==> src/rtl/ncdf_pkg.sv <==
// Package for the normal cumulative distribution core.
// Holds the fixed-point widths, the sequencer types and the polynomial coefficient tables.
// Depends on nothing.
package ncdf_pkg;

  // Input z score format and fixed output format.
  localparam int FRAC_BITS = 16;
  localparam int IN_W      = 20;
  localparam int OUT_FRAC  = 16;
  localparam int OUT_W     = 17;

  // Internal Q3.30 arithmetic.
  localparam int Q       = 30;
  localparam int ACC_W   = 34;
  localparam int OPB_W   = 32;
  localparam int PROD_W  = ACC_W + OPB_W;
  localparam int RND_W   = 37;
  localparam int SUM_W   = 38;
  localparam int Y_W     = 33;
  localparam int IDX_W   = 4;

  localparam logic signed [ACC_W-1:0] ONE_Q   = ACC_W'(64'sd1 <<< Q);
  localparam logic signed [ACC_W-1:0] ACC_MAX = ACC_W'((64'sd1 <<< 33) - 64'sd1);
  localparam logic [31:0] TAIL_LIM = 32'(64'd6 << FRAC_BITS);
  localparam int          Y_SHIFT  = Q - 1 - FRAC_BITS;

  // Last coefficient index of each polynomial.
  localparam logic [IDX_W-1:0] LO_LAST = IDX_W'(8);
  localparam logic [IDX_W-1:0] HI_LAST = IDX_W'(14);

  typedef enum logic [1:0] {
    ST_IDLE,
    ST_MUL,
    ST_ADD,
    ST_FOLD
  } state_t;

  typedef enum logic [1:0] {
    OP_SQUARE,
    OP_HORNER,
    OP_FINAL
  } op_t;

  // Coefficients in Q3.30, the low range polynomial in y squared and the
  // high range polynomial in y minus 2, highest power first.
  function automatic logic signed [ACC_W-1:0] coef(input logic hi_sel,
                                                   input logic [IDX_W-1:0] idx);
    logic signed [ACC_W-1:0] c;
    c = '0;
    if (!hi_sel) begin
      case (idx)
        4'd0:    c = 34'sd134023;
        4'd1:    c = -34'sd1154492;
        4'd2:    c = 34'sd5582142;
        4'd3:    c = -34'sd20614009;
        4'd4:    c = 34'sd63408788;
        4'd5:    c = -34'sd163175204;
        4'd6:    c = 34'sd342687852;
        4'd7:    c = -34'sd571147980;
        4'd8:    c = 34'sd856722023;
        default: c = '0;
      endcase
    end else begin
      case (idx)
        4'd0:    c = -34'sd48593;
        4'd1:    c = 34'sd163777;
        4'd2:    c = -34'sd20979;
        4'd3:    c = -34'sd726821;
        4'd4:    c = 34'sd1493150;
        4'd5:    c = -34'sd853218;
        4'd6:    c = -34'sd2184265;
        4'd7:    c = 34'sd7032785;
        4'd8:    c = -34'sd11336164;
        4'd9:    c = 34'sd12488098;
        4'd10:   c = -34'sd9963737;
        4'd11:   c = 34'sd5748362;
        4'd12:   c = -34'sd2299170;
        4'd13:   c = 34'sd574786;
        4'd14:   c = 34'sd1073673811;
        default: c = '0;
      endcase
    end
    return c;
  endfunction

endpackage

==> src/rtl/normal_cdf_polynomial_core.sv <==
// Top level of the normal cumulative distribution core.
// One shared multiply unit and a rounding adder run every Horner step.
// Depends on ncdf_pkg.

// A z score word is taken when start is high and busy is low; busy then stays high
// until the probability word appears on probability with done high for exactly one
// cycle, and the receiver must take it in that cycle. Every Horner step goes
// through the one shared 34 by 32 bit multiplier (multiply, then round, add the
// coefficient and saturate). For |z| below 2 the core runs a squaring step, eight
// steps and a final product, for |z| from 2 up to 6 fourteen steps, and in the
// saturated tail it goes straight to the fold. A new word can be started in the
// cycle in which done is high.
module normal_cdf_polynomial_core
  import ncdf_pkg::*;
(
  input  logic                    clk,
  input  logic                    rst,
  input  logic                    start,
  output logic                    busy,
  input  logic signed [IN_W-1:0]  z_score,
  output logic                    done,
  output logic [OUT_W-1:0]        probability
);

  state_t state, state_next;

  op_t                      op, op_next;
  logic                     hi_sel, hi_sel_next;
  logic                     pos, pos_next;
  logic [IDX_W-1:0]         idx, idx_next;
  logic signed [ACC_W-1:0]  acc, acc_next;
  logic signed [OPB_W-1:0]  t, t_next;
  logic signed [OPB_W-1:0]  y, y_next;
  logic signed [PROD_W-1:0] prod;
  logic [OUT_W-1:0]         probability_next;
  logic                     done_next;

  // Input decode: magnitude, range selection and the Q2.30 half magnitude.
  logic                     accept;
  logic                     neg_in;
  logic [IN_W-1:0]          mag;
  logic signed [Y_W-1:0]    y_full;
  logic signed [Y_W-1:0]    t_hi;
  logic                     tail;
  logic                     lo_range;

  assign accept   = start && !busy;
  assign neg_in   = z_score[IN_W-1];
  assign mag      = neg_in ? (~z_score + IN_W'(1)) : z_score;
  assign y_full   = Y_W'({{(Y_W-IN_W){1'b0}}, mag} << Y_SHIFT);
  assign t_hi     = y_full - Y_W'(2 * ONE_Q);
  assign tail     = 32'(mag) >= TAIL_LIM;
  assign lo_range = y_full < Y_W'(ONE_Q);

  // Shared multiplier operands.
  logic signed [ACC_W-1:0]  mul_a;
  logic signed [OPB_W-1:0]  mul_b;

  assign mul_a = (op == OP_SQUARE) ? ACC_W'(y) : acc;
  assign mul_b = (op == OP_HORNER) ? t : y;

  // Round to nearest, add the coefficient, double or pass the square, then saturate.
  logic signed [PROD_W-1:0] prod_r;
  logic signed [RND_W-1:0]  rnd;
  logic signed [SUM_W-1:0]  step_sum;
  logic signed [ACC_W-1:0]  step_sat;
  logic signed [ACC_W-1:0]  step_coef;

  assign prod_r    = prod + PROD_W'(64'sd1 <<< (Q - 1));
  assign rnd       = RND_W'(prod_r >>> Q);
  assign step_coef = coef(hi_sel, idx);

  always_comb begin
    case (op)
      OP_SQUARE: step_sum = SUM_W'(rnd);
      OP_FINAL:  step_sum = SUM_W'(rnd) <<< 1;
      default:   step_sum = SUM_W'(rnd) + SUM_W'(step_coef);
    endcase
    if (step_sum > SUM_W'(ACC_MAX)) begin
      step_sat = ACC_MAX;
    end else if (step_sum < -SUM_W'(ACC_MAX)) begin
      step_sat = -ACC_MAX;
    end else begin
      step_sat = ACC_W'(step_sum);
    end
  end

  // Fold by the sign of z and round to Q1.16.
  logic signed [ACC_W-1:0]  x_clamp;
  logic [ACC_W-1:0]         fold_sum;
  logic [ACC_W-1:0]         fold_rnd;

  always_comb begin
    if (acc < 0) begin
      x_clamp = '0;
    end else if (acc > ONE_Q) begin
      x_clamp = ONE_Q;
    end else begin
      x_clamp = acc;
    end
    fold_sum = pos ? ACC_W'(ONE_Q + x_clamp) : ACC_W'(ONE_Q - x_clamp);
    fold_rnd = (fold_sum + ACC_W'(64'd1 << (Q - OUT_FRAC))) >> (Q + 1 - OUT_FRAC);
  end

  // Next state of the sequencer.
  logic last_step;
  assign last_step = idx == (hi_sel ? HI_LAST : LO_LAST);

  always_comb begin
    state_next = state;
    case (state)
      ST_IDLE: begin
        if (accept) begin
          state_next = tail ? ST_FOLD : ST_MUL;
        end
      end
      ST_MUL: state_next = ST_ADD;
      ST_ADD: begin
        if (op == OP_HORNER && last_step && hi_sel) begin
          state_next = ST_FOLD;
        end else if (op == OP_FINAL) begin
          state_next = ST_FOLD;
        end else begin
          state_next = ST_MUL;
        end
      end
      ST_FOLD: state_next = ST_IDLE;
      default: state_next = ST_IDLE;
    endcase
  end

  // Datapath loads and outputs of the sequencer.
  always_comb begin
    op_next          = op;
    hi_sel_next      = hi_sel;
    pos_next         = pos;
    idx_next         = idx;
    acc_next         = acc;
    t_next           = t;
    y_next           = y;
    probability_next = probability;
    done_next        = 1'b0;
    case (state)
      ST_IDLE: begin
        if (accept) begin
          pos_next    = !neg_in && (mag != '0);
          hi_sel_next = !lo_range;
          y_next      = OPB_W'(y_full);
          t_next      = OPB_W'(t_hi);
          idx_next    = IDX_W'(1);
          if (tail) begin
            acc_next = ONE_Q;
          end else if (lo_range) begin
            op_next = OP_SQUARE;
          end else begin
            op_next  = OP_HORNER;
            acc_next = coef(1'b1, '0);
          end
        end
      end
      ST_ADD: begin
        case (op)
          OP_SQUARE: begin
            t_next   = OPB_W'(step_sat);
            acc_next = coef(1'b0, '0);
            idx_next = IDX_W'(1);
            op_next  = OP_HORNER;
          end
          OP_HORNER: begin
            acc_next = step_sat;
            idx_next = idx + IDX_W'(1);
            if (last_step && !hi_sel) begin
              op_next = OP_FINAL;
            end
          end
          OP_FINAL: acc_next = step_sat;
          default:  acc_next = acc;
        endcase
      end
      ST_FOLD: begin
        probability_next = OUT_W'(fold_rnd);
        done_next        = 1'b1;
      end
      default: done_next = 1'b0;
    endcase
  end

  assign busy = state != ST_IDLE;

  // Control registers.
  always_ff @(posedge clk) begin
    if (rst) begin
      state <= ST_IDLE;
      done  <= 1'b0;
    end else begin
      state <= state_next;
      done  <= done_next;
    end
  end

  // Payload registers and the shared multiplier.
  always_ff @(posedge clk) begin
    op          <= op_next;
    hi_sel      <= hi_sel_next;
    pos         <= pos_next;
    idx         <= idx_next;
    acc         <= acc_next;
    t           <= t_next;
    y           <= y_next;
    probability <= probability_next;
    if (state == ST_MUL) begin
      prod <= PROD_W'(mul_a) * PROD_W'(mul_b);
    end
  end

`ifndef NO_ASSERTIONS
  // A result word only follows the fold cycle.
  a_done_after_fold: assert property (@(posedge clk) disable iff (rst)
    done |-> $past(state) == ST_FOLD)
    else $error("done without a preceding fold cycle");

  // The probability never exceeds one.
  a_prob_range: assert property (@(posedge clk) disable iff (rst)
    done |-> probability <= OUT_W'(1 << OUT_FRAC))
    else $error("probability above one");

  // An accepted word keeps the core busy in the next cycle.
  a_accept_busy: assert property (@(posedge clk) disable iff (rst)
    (start && !busy) |=> busy)
    else $error("core not busy after accepting a word");

  // The coefficient index stays within the selected polynomial while stepping.
  a_idx_range: assert property (@(posedge clk) disable iff (rst)
    (state == ST_ADD && op == OP_HORNER) |-> idx <= (hi_sel ? HI_LAST : LO_LAST))
    else $error("coefficient index out of range");
`endif

endmodule
==> config.mk <==
export PLATFORM = sky130hd
export DESIGN_NAME = normal_cdf_polynomial_core
export DESIGN_NICKNAME = d
export VERILOG_FILES = /design/src/rtl/ncdf_pkg.sv /design/src/rtl/normal_cdf_polynomial_core.sv
export SDC_FILE = /design/constraint.sdc
export NUM_CORES = 2
export LEC_CHECK = 0
export BUFFER_PORTS_ARGS = -buffer_cell sky130_fd_sc_hd__buf_4
export CAP_MARGIN = 0
export CORE_UTILIZATION = 33
export DETAILED_ROUTE_END_ITERATION = 10
export SKIP_LAST_GASP = 1
export SLEW_MARGIN = 20
export SYNTH_ARGS = -nofsm -noshare
export SYNTH_HDL_FRONTEND = slang
export SYNTH_SLANG_ARGS = --single-unit
==> constraint.sdc <==
create_clock -name clk -period 12.8 [get_ports clk]
set_input_delay 3.84 -clock clk [delete_from_list [all_inputs] [get_ports clk]]
set_output_delay 3.84 -clock clk [all_outputs]
set_load 0.1 [all_outputs]
---- After elaboration in Yosys (flattened, before gate mapping) ----
Memories as Yosys holds them, arrays and structs flattened. A register that Yosys moved wholly into a read port is not among the register bits.
Index checks and enable logic that the tools add are counted.
storage, ports and cells
  register bits ........................... 179
  memories kept ........................... 2
  bits of input ports ..................... 23
  output and inout port bits .............. 19
  bits in read-only memories .............. 1088
cells by class
  bitwise operators ....................... 1
  reduce and logical (&&, ||, !) cells .... 20
  equality and inequality tests ........... 13
  mux-type cells .......................... 36
  add/subtract/negate cells ............... 8
  multipliers ............................. 1
  magnitude comparators ................... 6
memory list
  memory           depth  bits a word  read ports  clocked after Yosys merged registers in  write ports  RTL line        RTL
  (no name shown)  16     34           1           1                                        0            ncdf_pkg.sv:51  case (idx)
  (no name shown)  16     34           1           1                                        0            ncdf_pkg.sv:64  case (idx)
operator list
  cell                    count
  $mux 34                 7
  $mux 32                 6
  $pmux 34 s2             2
  $pmux 38 s2             1
  $add 66x31->66 const B  1
  $mul 34x32->66          1
  $pmux 32 s2             1
  $gt 38x34->1 const B    1
  $lt 38x34->1 const B    1
  $add 36x34->37          1
  $gt 34x32->1 const B    1
  $lt 34x1->1 const B     1
  $lt 33x32->1 const B    1
  $add 32x15->32 const B  1
  $add 32x32->32 const A  1
  $sub 32x32->32 const A  1
  $sub 32x32->32 const B  1
  $add 20x2->20 const B   1
  $ge 20x19->1 const B    1
  $mux 20                 1
  $not 20->20             1
  $reduce_bool 20->1      1
  $pmux 4 s2              2
  $mux 2                  7
  20 further kinds        42

---- Depth between registers and ports, before layout ----
  depth in word-level cells ............... 8
  gate-level depth with buffers ........... 36
  depth with buffers taken out ............ 31

---- Worst setup path before layout ----
No wires, ideal clock.
  kind .................................... reg-to-reg
  start ................................... reg op[0]
  end ..................................... reg prod[65] (data pin)
  cell stages (with the launch flop) ...... 31
  library setup time ...................... 271 ps
  arrival ................................. 9231 ps
  slack ................................... 3298 ps
  buffers on the path ..................... 4
  required time ........................... 12529 ps
  clock period less this slack ............ 9502 ps
  path through ............................ edfxtp_1 > inv_1 > ha_1 > clkbuf_1 > clkbuf_1 > buf_1 > mux2i_1 > clkbuf_1 > nor2_1 > fa_1 > inv_1 > fa_1 > fa_1 > fa_1 > fa_1 > inv_1 > fa_1 > fa_1 > fa_1 > ha_1 > a211oi_1 > o21ai_0 > a2111oi_0 > o311ai_0 > nand4b_1 > nand3b_1 > a21boi_0 > o211ai_1 > and4_1 > a2111oi_0 > xnor2_1
between the ends
  cells in the longest elaborated chain, start to end .. 3
  elaborated cells on any way between the ends .. 5
  those cells by class .................... 1 x mul; 1 x eq/ne; 2 x mux; 1 x reduce/logical
ends and longest elaborated chain
  element                                               RTL line                                                            RTL
  start: declaration                                    normal_cdf_polynomial_core.sv:27                                    op_t op, op_next;
  start signal: assignment                              normal_cdf_polynomial_core.sv:203                                   op <= op_next;
  $eq 2x1->1 / $logic_not 2->1 (equally long branches)  normal_cdf_polynomial_core.sv:60, normal_cdf_polynomial_core.sv:59
  $mux 32 / $mux 34 (equally long branches)             normal_cdf_polynomial_core.sv:60, normal_cdf_polynomial_core.sv:59
  $mul 34x32->66 (*)                                    normal_cdf_polynomial_core.sv:212                                   prod <= PROD_W'(mul_a) * PROD_W'(mul_b);
  end signal: assignment                                normal_cdf_polynomial_core.sv:212
  end: declaration                                      normal_cdf_polynomial_core.sv:34                                    logic signed [PROD_W-1:0] prod;
Mark *: on every way between the ends. The rest lies on a longest branch, timed or not.
A chain may end at the register's enable or synchronous reset.

---- Final worst setup path ----
  start ................................... reg op[1]
  end ..................................... reg prod[65] (data pin)
The elaborated chain is that of the path after synthesis.

==> flow_summary.yaml <==
yosys:
  synth_top_family_by_area: "adder cells"
  synth_cells: 5495
  synth_edf_count: 147
  synth_compound_area_frac: 0.07232
  syn_nets: 6898
  synthFlopType: "edfxtp_1"
  ys_warn_count: 0
  yosys.area.top_type: "fa_1"
  ys_ff_latch: 205
  ys_seq_area_frac: 0.1116
  synthAdderAreaFrac: 0.5172
  synthArstFlopShare: 0
  ys_top_cells_by_area: "fa_1 (46%), edfxtp_1 (8.8%), inv_1 (7.9%), ha_1 (6.0%), nand2_1 (5.3%)"
  ys_types: 83
  synth_most_common_cell: "fa_1"
  synth_top_area_share: 0.4576
  synth.avg_cell_area_um2: 9.093
  synth_common_cells: "fa_1 (1142), inv_1 (1045), nand2_1 (710), nor2_1 (707), clkbuf_1 (245)"
  synthXorXnorAreaFrac: 0.02437
  synthMuxAreaShare: 0.02151
  synth_area_um2: 49960
  synthSimpleGateAreaFrac: 0.1534
clocking:
  path_clk_slew_ns: 0.07
  cts_buffer_depth: 3
  cts_setup_buffers: 0
  cts-resized-gates: 0
  htree_levels: 1
  clock_latency_ns: 0.57
  cts_tree: "yes"
  postCtsHoldBufs: 0
  cts_root_buffer: "clkbuf_16"
  clock-sinks: 205
  cts_made_buffers: 24
finish:
  fin_area_um2: 53490
  multi_input_area_um2: 39650
  register_area_um2: 5575
  num-fill-cells: 15247
  nNetsFinal: 6785
  layout-drive-gt1-share: 0.05278
  area_growth_pct: 7.049
place:
  dp_hpwl_mm: 130.7
  place_congestion: 1.016
  io_buffers: 41
  place_area_um2: 52650
sta:
  tightest_slew_ns: 1.256
  period_minus_slack_ns: 11.21
  setup_viol: 0
  finalHoldViolCount: 0
  worst_clock_skew_ns: 0.03352
  max_slew_margin: 0.1607
  rsz0062_at_grt: "false"
  tns_ns: 0
  post-route-period-util: 0.8757
  clock.fmax_mhz: 89.22
  maxSlewViolCount: 0
worst_setup_path:
  cpPeakStageDelay_ns: 0.81
  regToRegEndpoint: "prod[65]"
  cpMostUsedCell: "fa_1"
  end_kind: "flop"
  timing_worst_setup_path_type: "reg2reg"
  cp_slowest_cell: "ha_2"
  crit_path_max_fanout: 35
  startpoint: "op[1]"
  worstReg2RegStart: "op[1]"
  startpoint_type: "flop"
  crit_arrival_ns: 11.48
  worstPathRequired_ns: 13.08
  reg2reg_slack_ns: 1.59
  r2r_cells: 29
floorplan:
  core_area_um2: 150100
  io_pins: 42
  die_w_um: 391.1
  rows: 142
  die-area_um2: 153000
  start_util: 0.3328
  die_height_um: 391.1
global_route:
  grt_max_degree: 58
  grt_pass1_wl_mm: 255.0
  grtUsageTotal: 0.2207
  overflow: 0
  grt_pass1_vias: 41111
  antenna_found_initial: 1
drt:
  vias_per_cell: 5.235
  wl_per_cell_um: 22.34
  vias: 38829
  dr.pass1.iters: 8
  routed_wl_mm: 165.7
  drt_iter0_drc: 3462
  route.detailed.drc: 0
  ant_nets: 0
run_status:
  status: "finished, final reports clean"
worst_hold_path:
  hold_depth: 1
  hp-class: "reg2reg"
  hold_path_end: "state[0]"
  holdCritStartpoint: "state[0]"
job:
  cap_violations: 0
[worst max-delay path: cells and delay by family (launching register included)]
kind / cells / cell delay [ns]
fa+ha+maj: 10 / 5.16
xor+xnor: 1 / 0.11
compound gates: 7 / 2.46
simple gates: 4 / 0.68
buf+inv: 6 / 1.24
mux: 1 / 0.76
flops: 1 / 0.42
[kinds of logic (layout without fill, tap and decap cells)]
group | after synthesis | count (layout)
adders and majority gates | 1380 | 1380
buffers and inverters | 1319 | 1224
AOI/OAI and AO/OA | 553 | 553
muxes | 100 | 100
DFF | 205 | 205
and+or+nand+nor | 1799 | 1799
other | 0 | 1
xor gates and xnor gates | 139 | 139
[cell type report]
| cell class | count | area share |
|---|---|---|
| Multi-Input combinational cell | 3971 | 0.7413 |
| Sequential cell | 205 | 0.1042 |
| Inverter | 1048 | 0.07355 |
| Tap cell | 2016 | 0.04716 |
| Timing Repair Buffer | 132 | 0.01871 |
| Clock buffer | 28 | 0.01151 |
| Clock inverter | 16 | 0.003509 |
| Antenna cell | 1 | 0.00004679 |
[cells in the final DEF (no fill, tap or decap), types with 66 or more instances in the layout]
cell / Yosys / routed
a21oi_1: 138 / 138
buf_4: 2 / 130
edfxtp_1: 147 / 147
fa_1: 1142 / 1142
ha_1: 238 / 236
inv_1: 1045 / 1045
nand2_1: 710 / 709
nor2_1: 707 / 705
nor3_1: 66 / 66
o21ai_0: 112 / 111
xnor2_1: 87 / 87
[routing by layer]
layer  vias to the layer above  track usage  wire length [µm]  part of all wire
met2                      1849       0.3576             76550              0.46
met3                       410      0.03895             14330             0.086
met1                     19906       0.2883             66000              0.40
li1                      16664            -                 -                 -
met5                         -            0                 0                 0
met4                         0      0.09711              8781             0.053
[through the flow]
stage,setup slack (ns),hold slack [ns],cells,util
floorplan,3.298,0.5028,5495,-
global route,1.207,0.6648,7416,0.3562
detailed placement,1.861,0.6137,7370,0.3507
CTS,1.754,0.6324,7414,0.3560
global placement,1.935,0.5998,7370,0.3505
finish,1.592,0.6230,7417,0.3563
[how the worst max path moves through the flow]
stage | endpoint | cells past startpoint
2_1_floorplan | prod[65] | 30
3_3_place_gp | prod[65] | 28
3_5_place_dp | prod[65] | 29
4_1_cts | prod[65] | 28
5_1_grt | prod[65] | 29
6_report | prod[65] | 29
Power is not shown: default switching activity piles up to over one toggle a cycle in this logic, so the estimate is an artifact.
